`src/rtl/timestamped_spike_delay_queue_top_defines.svh`:
```
// Assertion macros used by the spike delay queue datapath.
`ifndef TIMESTAMPED_SPIKE_DELAY_QUEUE_TOP_DEFINES_SVH
`define TIMESTAMPED_SPIKE_DELAY_QUEUE_TOP_DEFINES_SVH

// same-cycle implication, disabled in reset
`define TSDQ_ASSERT_NOW(label, clk, rst, ante, cons, msg) \
  label: assert property (@(posedge clk) disable iff (rst) (ante) |-> (cons)) \
    else $error(msg);

// next-cycle implication, disabled in reset
`define TSDQ_ASSERT_NEXT(label, clk, rst, ante, cons, msg) \
  label: assert property (@(posedge clk) disable iff (rst) (ante) |=> (cons)) \
    else $error(msg);

`endif

```
`src/rtl/tsdq_pkg.sv`:
```
// Package: types and constants of the spike delay queue.
`default_nettype none
package tsdq_pkg;

  localparam int WEIGHT_W  = 13;
  localparam int INDEX_LSB = 16;
  localparam int INDEX_W   = 11;
  localparam int DUE_W     = 32;
  localparam int ENTRY_W   = DUE_W + INDEX_W;
  localparam int ADDR_W    = 4;

  localparam logic FUNC_WORD = 1'b0;
  localparam logic FUNC_TICK = 1'b1;

  localparam logic [1:0] REG_DELAY = 2'd0;
  localparam logic [1:0] REG_CHIP  = 2'd1;
  localparam logic [1:0] REG_CORE  = 2'd2;
  localparam logic [1:0] REG_POP   = 2'd3;

  typedef struct packed {
    logic        func;
    logic [31:0] synaptic_word;
    logic [31:0] now_time;
  } item_t;

  typedef struct packed {
    logic [31:0] spike_key;
    logic        dropped;
    logic        last;
  } result_t;

  typedef struct packed {
    logic [31:0]        delay_time;
    logic [15:0]        chip_ident;
    logic [4:0]         core_ident;
    logic [INDEX_W-1:0] population_base;
  } cfg_t;

  typedef struct packed {
    logic enq;
    logic drop;
    logic load_now;
    logic pop;
    logic emit;
    logic last;
  } ctrl_cmd_t;

  typedef struct packed {
    logic weight_nz;
    logic full;
    logic due_ok;
    logic pend_valid;
  } ctrl_stat_t;

endpackage
`default_nettype wire

```
`src/rtl/tsdq_ram.sv`:
```
// Generic single-write, single-read RAM with registered read data.
`default_nettype none
module tsdq_ram #(
  parameter int WIDTH = 8,
  parameter int DEPTH = 4
) (
  input  wire logic                     clk,
  input  wire logic                     we,
  input  wire logic [$clog2(DEPTH)-1:0] waddr,
  input  wire logic [WIDTH-1:0]         wdata,
  input  wire logic [$clog2(DEPTH)-1:0] raddr,
  output logic      [WIDTH-1:0]         rdata
);

  logic [WIDTH-1:0] mem [DEPTH];

  always_ff @(posedge clk) begin
    if (we) begin
      mem[waddr] <= wdata;
    end
    rdata <= mem[raddr];
  end

endmodule
`default_nettype wire

```
`src/rtl/tsdq_regs.sv`:
```
// APB configuration registers.
`default_nettype none
module tsdq_regs
  import tsdq_pkg::*;
(
  input  wire logic              clk,
  input  wire logic              rst,
  input  wire logic              psel,
  input  wire logic              penable,
  input  wire logic              pwrite,
  input  wire logic [ADDR_W-1:0] paddr,
  input  wire logic [31:0]       pwdata,
  output logic      [31:0]       prdata,
  output logic                   pready,
  output cfg_t                   cfg
);

  logic       wr;
  logic [1:0] sel;

  assign pready = 1'b1;
  assign wr     = psel && penable && pwrite;
  assign sel    = paddr[3:2];

  always_ff @(posedge clk) begin
    if (rst) begin
      cfg <= '0;
    end else if (wr) begin
      unique case (sel)
        REG_DELAY: cfg.delay_time      <= pwdata;
        REG_CHIP:  cfg.chip_ident      <= pwdata[15:0];
        REG_CORE:  cfg.core_ident      <= pwdata[4:0];
        REG_POP:   cfg.population_base <= pwdata[INDEX_W-1:0];
        default:   ;
      endcase
    end
  end

  always_comb begin
    unique case (sel)
      REG_DELAY: prdata = cfg.delay_time;
      REG_CHIP:  prdata = {16'd0, cfg.chip_ident};
      REG_CORE:  prdata = {27'd0, cfg.core_ident};
      REG_POP:   prdata = {{(32-INDEX_W){1'b0}}, cfg.population_base};
      default:   prdata = '0;
    endcase
  end

endmodule
`default_nettype wire

```
`src/rtl/tsdq_ctrl.sv`:
```
// Controller: accepts commands and sequences the dispatch loop.
`default_nettype none
module tsdq_ctrl
  import tsdq_pkg::*;
(
  input  wire logic       clk,
  input  wire logic       rst,
  input  wire logic       start,
  input  wire logic       func,
  input  wire ctrl_stat_t stat,
  output ctrl_cmd_t       cmd,
  output logic            busy
);

  typedef enum logic [1:0] {
    IDLE  = 2'b01,
    CHECK = 2'b10
  } state_t;

  state_t state, state_next;
  logic   accept;
  logic   word_hit;

  assign busy     = (state == CHECK);
  assign accept   = start && (state == IDLE);
  assign word_hit = accept && (func == FUNC_WORD) && stat.weight_nz;

  always_comb begin
    cmd            = '0;
    state_next     = state;
    cmd.enq        = word_hit && !stat.full;
    cmd.drop       = word_hit && stat.full;
    cmd.load_now   = accept && (func == FUNC_TICK);
    unique case (state)
      IDLE: begin
        if (cmd.load_now) begin
          state_next = CHECK;
        end
      end
      CHECK: begin
        cmd.pop  = stat.due_ok;
        cmd.emit = stat.pend_valid;
        cmd.last = !stat.due_ok;
        if (!stat.due_ok) begin
          state_next = IDLE;
        end
      end
      default: state_next = IDLE;
    endcase
  end

  always_ff @(posedge clk) begin
    if (rst) begin
      state <= IDLE;
    end else begin
      state <= state_next;
    end
  end

endmodule
`default_nettype wire

```
`src/rtl/tsdq_dp.sv`:
```
// Datapath: ring pointers, entry RAM, pending key and result register.
`default_nettype none
`include "timestamped_spike_delay_queue_top_defines.svh"
module tsdq_dp
  import tsdq_pkg::*;
#(
  parameter int QUEUE_DEPTH = 64
) (
  input  wire logic      clk,
  input  wire logic      rst,
  input  wire item_t     item,
  input  wire cfg_t      cfg,
  input  wire ctrl_cmd_t cmd,
  output ctrl_stat_t     stat,
  output result_t        result,
  output logic           result_strobe
);

  localparam int PW = $clog2(QUEUE_DEPTH);
  localparam logic [PW-1:0] LAST_SLOT = PW'(QUEUE_DEPTH - 1);

  logic [PW-1:0]      head, tail, head_inc, tail_inc, head_next;
  logic               empty;
  logic [31:0]        now_q;
  logic               pend_valid;
  logic [31:0]        pend_key;
  logic [ENTRY_W-1:0] wdata, rdata;
  logic [DUE_W-1:0]   rd_due;
  logic [INDEX_W-1:0] rd_index;
  logic [31:0]        key;

  assign head_inc  = (head == LAST_SLOT) ? '0 : head + 1'b1;
  assign tail_inc  = (tail == LAST_SLOT) ? '0 : tail + 1'b1;
  assign head_next = cmd.pop ? head_inc : head;

  assign wdata = {item.now_time + cfg.delay_time,
                  item.synaptic_word[INDEX_LSB +: INDEX_W]};

  tsdq_ram #(
    .WIDTH(ENTRY_W),
    .DEPTH(QUEUE_DEPTH)
  ) u_ram (
    .clk  (clk),
    .we   (cmd.enq),
    .waddr(tail),
    .wdata(wdata),
    .raddr(head_next),
    .rdata(rdata)
  );

  assign {rd_due, rd_index} = rdata;
  assign key = {cfg.chip_ident, cfg.core_ident, cfg.population_base | rd_index};

  assign stat.weight_nz  = |item.synaptic_word[WEIGHT_W-1:0];
  assign stat.full       = !empty && (head == tail);
  assign stat.due_ok     = !empty && (rd_due <= now_q);
  assign stat.pend_valid = pend_valid;

  always_ff @(posedge clk) begin
    if (rst) begin
      head          <= '0;
      tail          <= '0;
      empty         <= 1'b1;
      pend_valid    <= 1'b0;
      result_strobe <= 1'b0;
    end else begin
      head <= head_next;
      if (cmd.enq) begin
        tail  <= tail_inc;
        empty <= 1'b0;
      end else if (cmd.pop && (head_inc == tail)) begin
        empty <= 1'b1;
      end
      if (cmd.pop) begin
        pend_valid <= 1'b1;
      end else if (cmd.emit) begin
        pend_valid <= 1'b0;
      end
      result_strobe <= cmd.emit || cmd.drop;
    end
  end

  always_ff @(posedge clk) begin
    if (cmd.load_now) begin
      now_q <= item.now_time;
    end
    if (cmd.pop) begin
      pend_key <= key;
    end
    if (cmd.drop) begin
      result <= '{spike_key: '0, dropped: 1'b1, last: 1'b1};
    end else begin
      result <= '{spike_key: pend_key, dropped: 1'b0, last: cmd.last};
    end
  end

  `TSDQ_ASSERT_NOW(a_pop_nonempty, clk, rst, cmd.pop, !empty, "pop from empty queue")
  `TSDQ_ASSERT_NOW(a_enq_not_full, clk, rst, cmd.enq, !stat.full, "enqueue into full queue")
  `TSDQ_ASSERT_NEXT(a_last_clears, clk, rst, cmd.emit && cmd.last, !pend_valid,
                    "pending key left after last beat")
  `TSDQ_ASSERT_NOW(a_emit_excl, clk, rst, cmd.emit, !cmd.drop && !cmd.enq,
                   "dispatch beat overlaps word command")

endmodule
`default_nettype wire

```
`src/rtl/timestamped_spike_delay_queue_top.sv`:
```
// Top level of the timestamped spike delay queue.
// Usage:
//   Command channel: drive item and raise start; the item is taken at an edge
//   where start is high and busy is low. Config via the APB port, only idle.
//   Word items (func 0) with a nonzero weight append (now_time + delay_time,
//   index) to the ring and never raise busy. A word that finds the ring full
//   yields one beat with dropped and last set, in the cycle after acceptance.
//   Tick items (func 1) raise busy while due entries are popped, until the
//   head is not due or the ring is empty; one head entry is compared and
//   popped per cycle, the RAM read of the next head overlapping the compare.
//   Key beats follow on result/result_strobe behind their pops, through the
//   pending key and result registers; the final one, with last, comes in the
//   first cycle with busy low. A tick that pops nothing yields no beat.
//   Each beat is valid for exactly one cycle; the receiver cannot stall.
//   Reset (synchronous, rst high) empties the ring, idles the controller and
//   zeroes the config; the entry RAM is not cleared and needs no clearing pass.
`default_nettype none
module timestamped_spike_delay_queue_top
  import tsdq_pkg::*;
#(
  parameter int QUEUE_DEPTH = 64
) (
  input  wire logic              clk,
  input  wire logic              rst,
  input  wire logic              start,
  output logic                   busy,
  input  wire item_t             item,
  output result_t                result,
  output logic                   result_strobe,
  input  wire logic              psel,
  input  wire logic              penable,
  input  wire logic              pwrite,
  input  wire logic [ADDR_W-1:0] paddr,
  input  wire logic [31:0]       pwdata,
  output logic      [31:0]       prdata,
  output logic                   pready
);

  cfg_t       cfg;
  ctrl_cmd_t  cmd;
  ctrl_stat_t stat;

  tsdq_regs u_regs (
    .clk    (clk),
    .rst    (rst),
    .psel   (psel),
    .penable(penable),
    .pwrite (pwrite),
    .paddr  (paddr),
    .pwdata (pwdata),
    .prdata (prdata),
    .pready (pready),
    .cfg    (cfg)
  );

  tsdq_ctrl u_ctrl (
    .clk  (clk),
    .rst  (rst),
    .start(start),
    .func (item.func),
    .stat (stat),
    .cmd  (cmd),
    .busy (busy)
  );

  tsdq_dp #(
    .QUEUE_DEPTH(QUEUE_DEPTH)
  ) u_dp (
    .clk          (clk),
    .rst          (rst),
    .item         (item),
    .cfg          (cfg),
    .cmd          (cmd),
    .stat         (stat),
    .result       (result),
    .result_strobe(result_strobe)
  );

endmodule
`default_nettype wire
```
`config.mk`:
```
export PLATFORM = sky130hd
export DESIGN_NAME = timestamped_spike_delay_queue_top
export DESIGN_NICKNAME = d
export VERILOG_FILES = /design/src/rtl/tsdq_pkg.sv /design/src/rtl/tsdq_ram.sv /design/src/rtl/tsdq_regs.sv /design/src/rtl/tsdq_ctrl.sv /design/src/rtl/tsdq_dp.sv /design/src/rtl/timestamped_spike_delay_queue_top.sv
export VERILOG_INCLUDE_DIRS = /design/src /design/src/rtl
export SDC_FILE = /design/constraint.sdc
export NUM_CORES = 2
export LEC_CHECK = 0
export BUFFER_PORTS_ARGS = -buffer_cell sky130_fd_sc_hd__buf_2
export CAP_MARGIN = 20
export CORE_MARGIN = 5
export CORE_UTILIZATION = 25
export CTS_BUF_LIST = sky130_fd_sc_hd__clkbuf_4 sky130_fd_sc_hd__clkbuf_8
export DETAILED_ROUTE_END_ITERATION = 8
export HOLD_SLACK_MARGIN = 0.12
export MAX_ROUTING_LAYER = met4
export SETUP_SLACK_MARGIN = 0.15
export SYNTH_ARGS = -nofsm -noshare
export SYNTH_HDL_FRONTEND = slang
export SYNTH_HIERARCHICAL = 1
export SYNTH_SLANG_ARGS = --single-unit
export TNS_END_PERCENT = 5
```
`constraint.sdc`:
```
create_clock -name clk -period 10.06 [get_ports clk]
set_input_delay 2.012 -clock clk [delete_from_list [all_inputs] [get_ports clk]]
set_output_delay 2.012 -clock clk [all_outputs]
set_load 0.01 [all_outputs]
```
==> results.toml <==
[clock_network]
cts_repair_resize_count = 0
clockBufferDepth = 4
insertion_delay_ns = 1.06
htree_levels = 5
cts_setup_buffers = 0
clkSinkCount = 2974
clk_pin_slew_ns = 0.06
postCtsHoldBufs = 0
numCtsBuffers = 457
cts_root_buf = "clkbuf_8"
cts_tree = "built"

[timing]
finalMaxSlewViolations = 0
max-slew-margin-rel_pct = 20.3
rsz0062_at_grt = "no"
fin_skew_ns = 0.0789
fmax_ghz = 0.146
finalWorstSetupSlack_ns = 3.22
fin_crit_ns = 6.84
worst_hold_slack_ns = 0.451
finalCritPeriodShare_pct = 68.0
worst_slew_pin_slew_ns = 1.19
setup_viol = 0
hold_viol = 0
setup_tns_ns = 0

[final_layout]
syn_to_final_growth_pct = 16.5
utilization_pct = 29.2
final_nets = 6048
drive_gt1_share_pct = 32.0
fillers = 44500

[setup_path]
path_max_fanout = 91
cp.required_ns = 10.93
worst_setup_path_start_kind = "flip-flop"
end_kind = "flip-flop"
critPathArrivalTime_ns = 7.71
path_class = "reg2reg"

[grt]
grt-ovfl-total = 0
grt_max_degree = 135
grt_first_pass_wirelength_mm = 448
grt_pass1_vias = 59000
antenna_found_initial = 24
grt.total_usage_pct = 13.5

[placement]
dpl.hpwl_mm = 173
numPortBuffers = 164
gp_congestion = 0.848
dpl_worst_slack_ns = 3.17

[pwr]
ir_worst_vdd_uv = 121
p_leak_nw = 40.6
p_per_area_nw_per_um2 = 182
total_power_mw = 24.4

[die]
die_area_um2 = 473000
io_pins = 176
initial_utilization_pct = 25.0
fp-row-count = 249
die_y_um = 688
core-area_um2 = 459000
die_w_um = 688

[synthesis]
yosysUniqueCellTypes = 73
synth_top_area_share_pct = 73.6
ys.flop_type = "edfxtp_1"
yosysMostFrequentCell = "edfxtp_1"
synth_nets = 5550
avgSynthCellArea_um2 = 21.4
synth_fa_ha_area_share_pct = 0.725
ys_seq_area_share_pct = 76.3
ys_warn_count = 6
synth_mux_area_share_pct = 16.2
synth_top_area_cell = "edfxtp_1"
ys_top_cells_by_area = "edfxtp_1, mux4_2, dfxtp_1"
netlist_area_um2 = 115000
synth_edf_count = 2816
synth_top_family_by_area = "multiplexers"
syn-instance-count = 5377
yosys_register_bits = 2974
synth_xor_area_share_pct = 0.312
ys_top_cells_by_count = "edfxtp_1, mux4_2, nor2_1"
yosys.area_share.simple_pct = 2.68
synth_compound_area_share_pct = 2.39
async_reset_ff_share_pct = 0

[routing]
via_count = 58100
remaining_drc_errors = 0
totalWireLength_mm = 322
drt-wirelength-per-cell_um = 25.8
ant_nets = 0
first_pass_iters = 6
drtIter0Drc = 6829
viasPerCell = 4.67

[run]
drv_cap = 0

[run_status]
status = "finished, final reports clean"

[hold_path]
hold_path_class = "reg2reg"
[state kept, by name (all words and copies together) (netlist names)]
signal and flops:
u_ctrl/state 2, u_dp/empty 1, u_dp/head 6, u_dp/now_q 32, u_dp/pend_key 32, u_dp/pend_valid 1
u_dp/result 34, u_dp/result_strobe 1, u_dp/tail 6, u_dp/u_ram/mem 2752, u_dp/u_ram/rdata 43, u_regs/cfg 64
[layout make-up]
| type | instances | area (µm²) | share of cell area [%] |
|---|---|---|---|
| inverter | 41 | 154 | 0.115 |
| clock inverter | 205 | 1490 | 1.11 |
| clock buffer | 633 | 7780 | 5.81 |
| timing repair buffer | 334 | 2450 | 1.83 |
| multi-input combinational | 2067 | 26500 | 19.8 |
| tap | 6149 | 7690 | 5.75 |
| sequential | 2974 | 87700 | 65.5 |
| antenna | 43 | 108 | 0.0804 |
[layout by cell type, fill, tap and decap left out, drive strengths merged, types with 19 or more instances in the layout]
master,count
mux2i,139
o21ai,65
nor2,202
dfxtp,158
nor3,41
nand4,20
mux4,731
a21oi,111
clkinv,168
edfxtp,2816
o22ai,144
buf,334
nor2b,61
clkbuf,633
mux2,65
diode,43
and2,26
nand2,49
a21o,30
xnor2,26
o221ai,33
nand2b,90
nand3,19
inv,52
ha,65
[metrics by stage]
stage          std cells  area, µm²
2_1_floorplan       5377     115000
3_3_place_gp       11600     124000
3_5_place_dp       11600     124000
4_1_cts            12400     134000
5_1_grt            12400     134000
6_report           12400     134000
[final timing paths]
check / start / endpoint / slack, ns / cells past startpoint
max: u_dp/now_q[1] / u_dp/u_ram/rdata[6] / 3.22 / 20
min: u_dp/pend_key[10] / u_dp/result[12] / 0.45 / 1
max reg2reg: u_dp/now_q[1] / u_dp/u_ram/rdata[6] / 3.22 / 20
min reg2reg: u_dp/pend_key[10] / u_dp/result[12] / 0.45 / 1
[per-layer routing]
metal | vias up | track usage [%] | routed length [µm]
met2 | 2937 | 21.8 | 156000
met5 | - | - | 0
li1 | 23500 | - | -
met1 | 31100 | 16.9 | 125000
met3 | 579 | 2.81 | 28700
met4 | 0 | 4.76 | 11700
[cell families after synthesis]
kind of cell,Yosys count
AOI/OAI and AO/OA,436
xor gates and xnor gates,41
adders and majority gates,66
buffers and inverters,336
DFF,2974
muxes,935
other,1
and+or+nand+nor,588
[where the power goes]
group	switching [mW]	total, mW	internal (mW)
clock	4.71	10.2	5.46
sequential	0.0285	13.7	13.6
combinational	0.404	0.530	0.126
[critical path, stage by stage (launching register included)]
cell and delay (ns):
edfxtp_1 0.36, inv_1 0.08, ha_1 0.24, nor2b_1 0.14, o21a_1 0.16, o21ai_0 0.23
a21oi_1 0.13, o31ai_1 0.72, a21oi_1 0.15, o21ai_0 0.29, buf_4 0.21, nand3b_1 0.14
inv_2 0.30, mux2_8 0.78, buf_12 0.62, buf_4 0.64, mux4_2 0.59, o22ai_1 0.22
nor2_1 0.07, nor3_1 0.30, nor4_1 0.14
No activity file was read; power rests on OpenSTA's default activity.
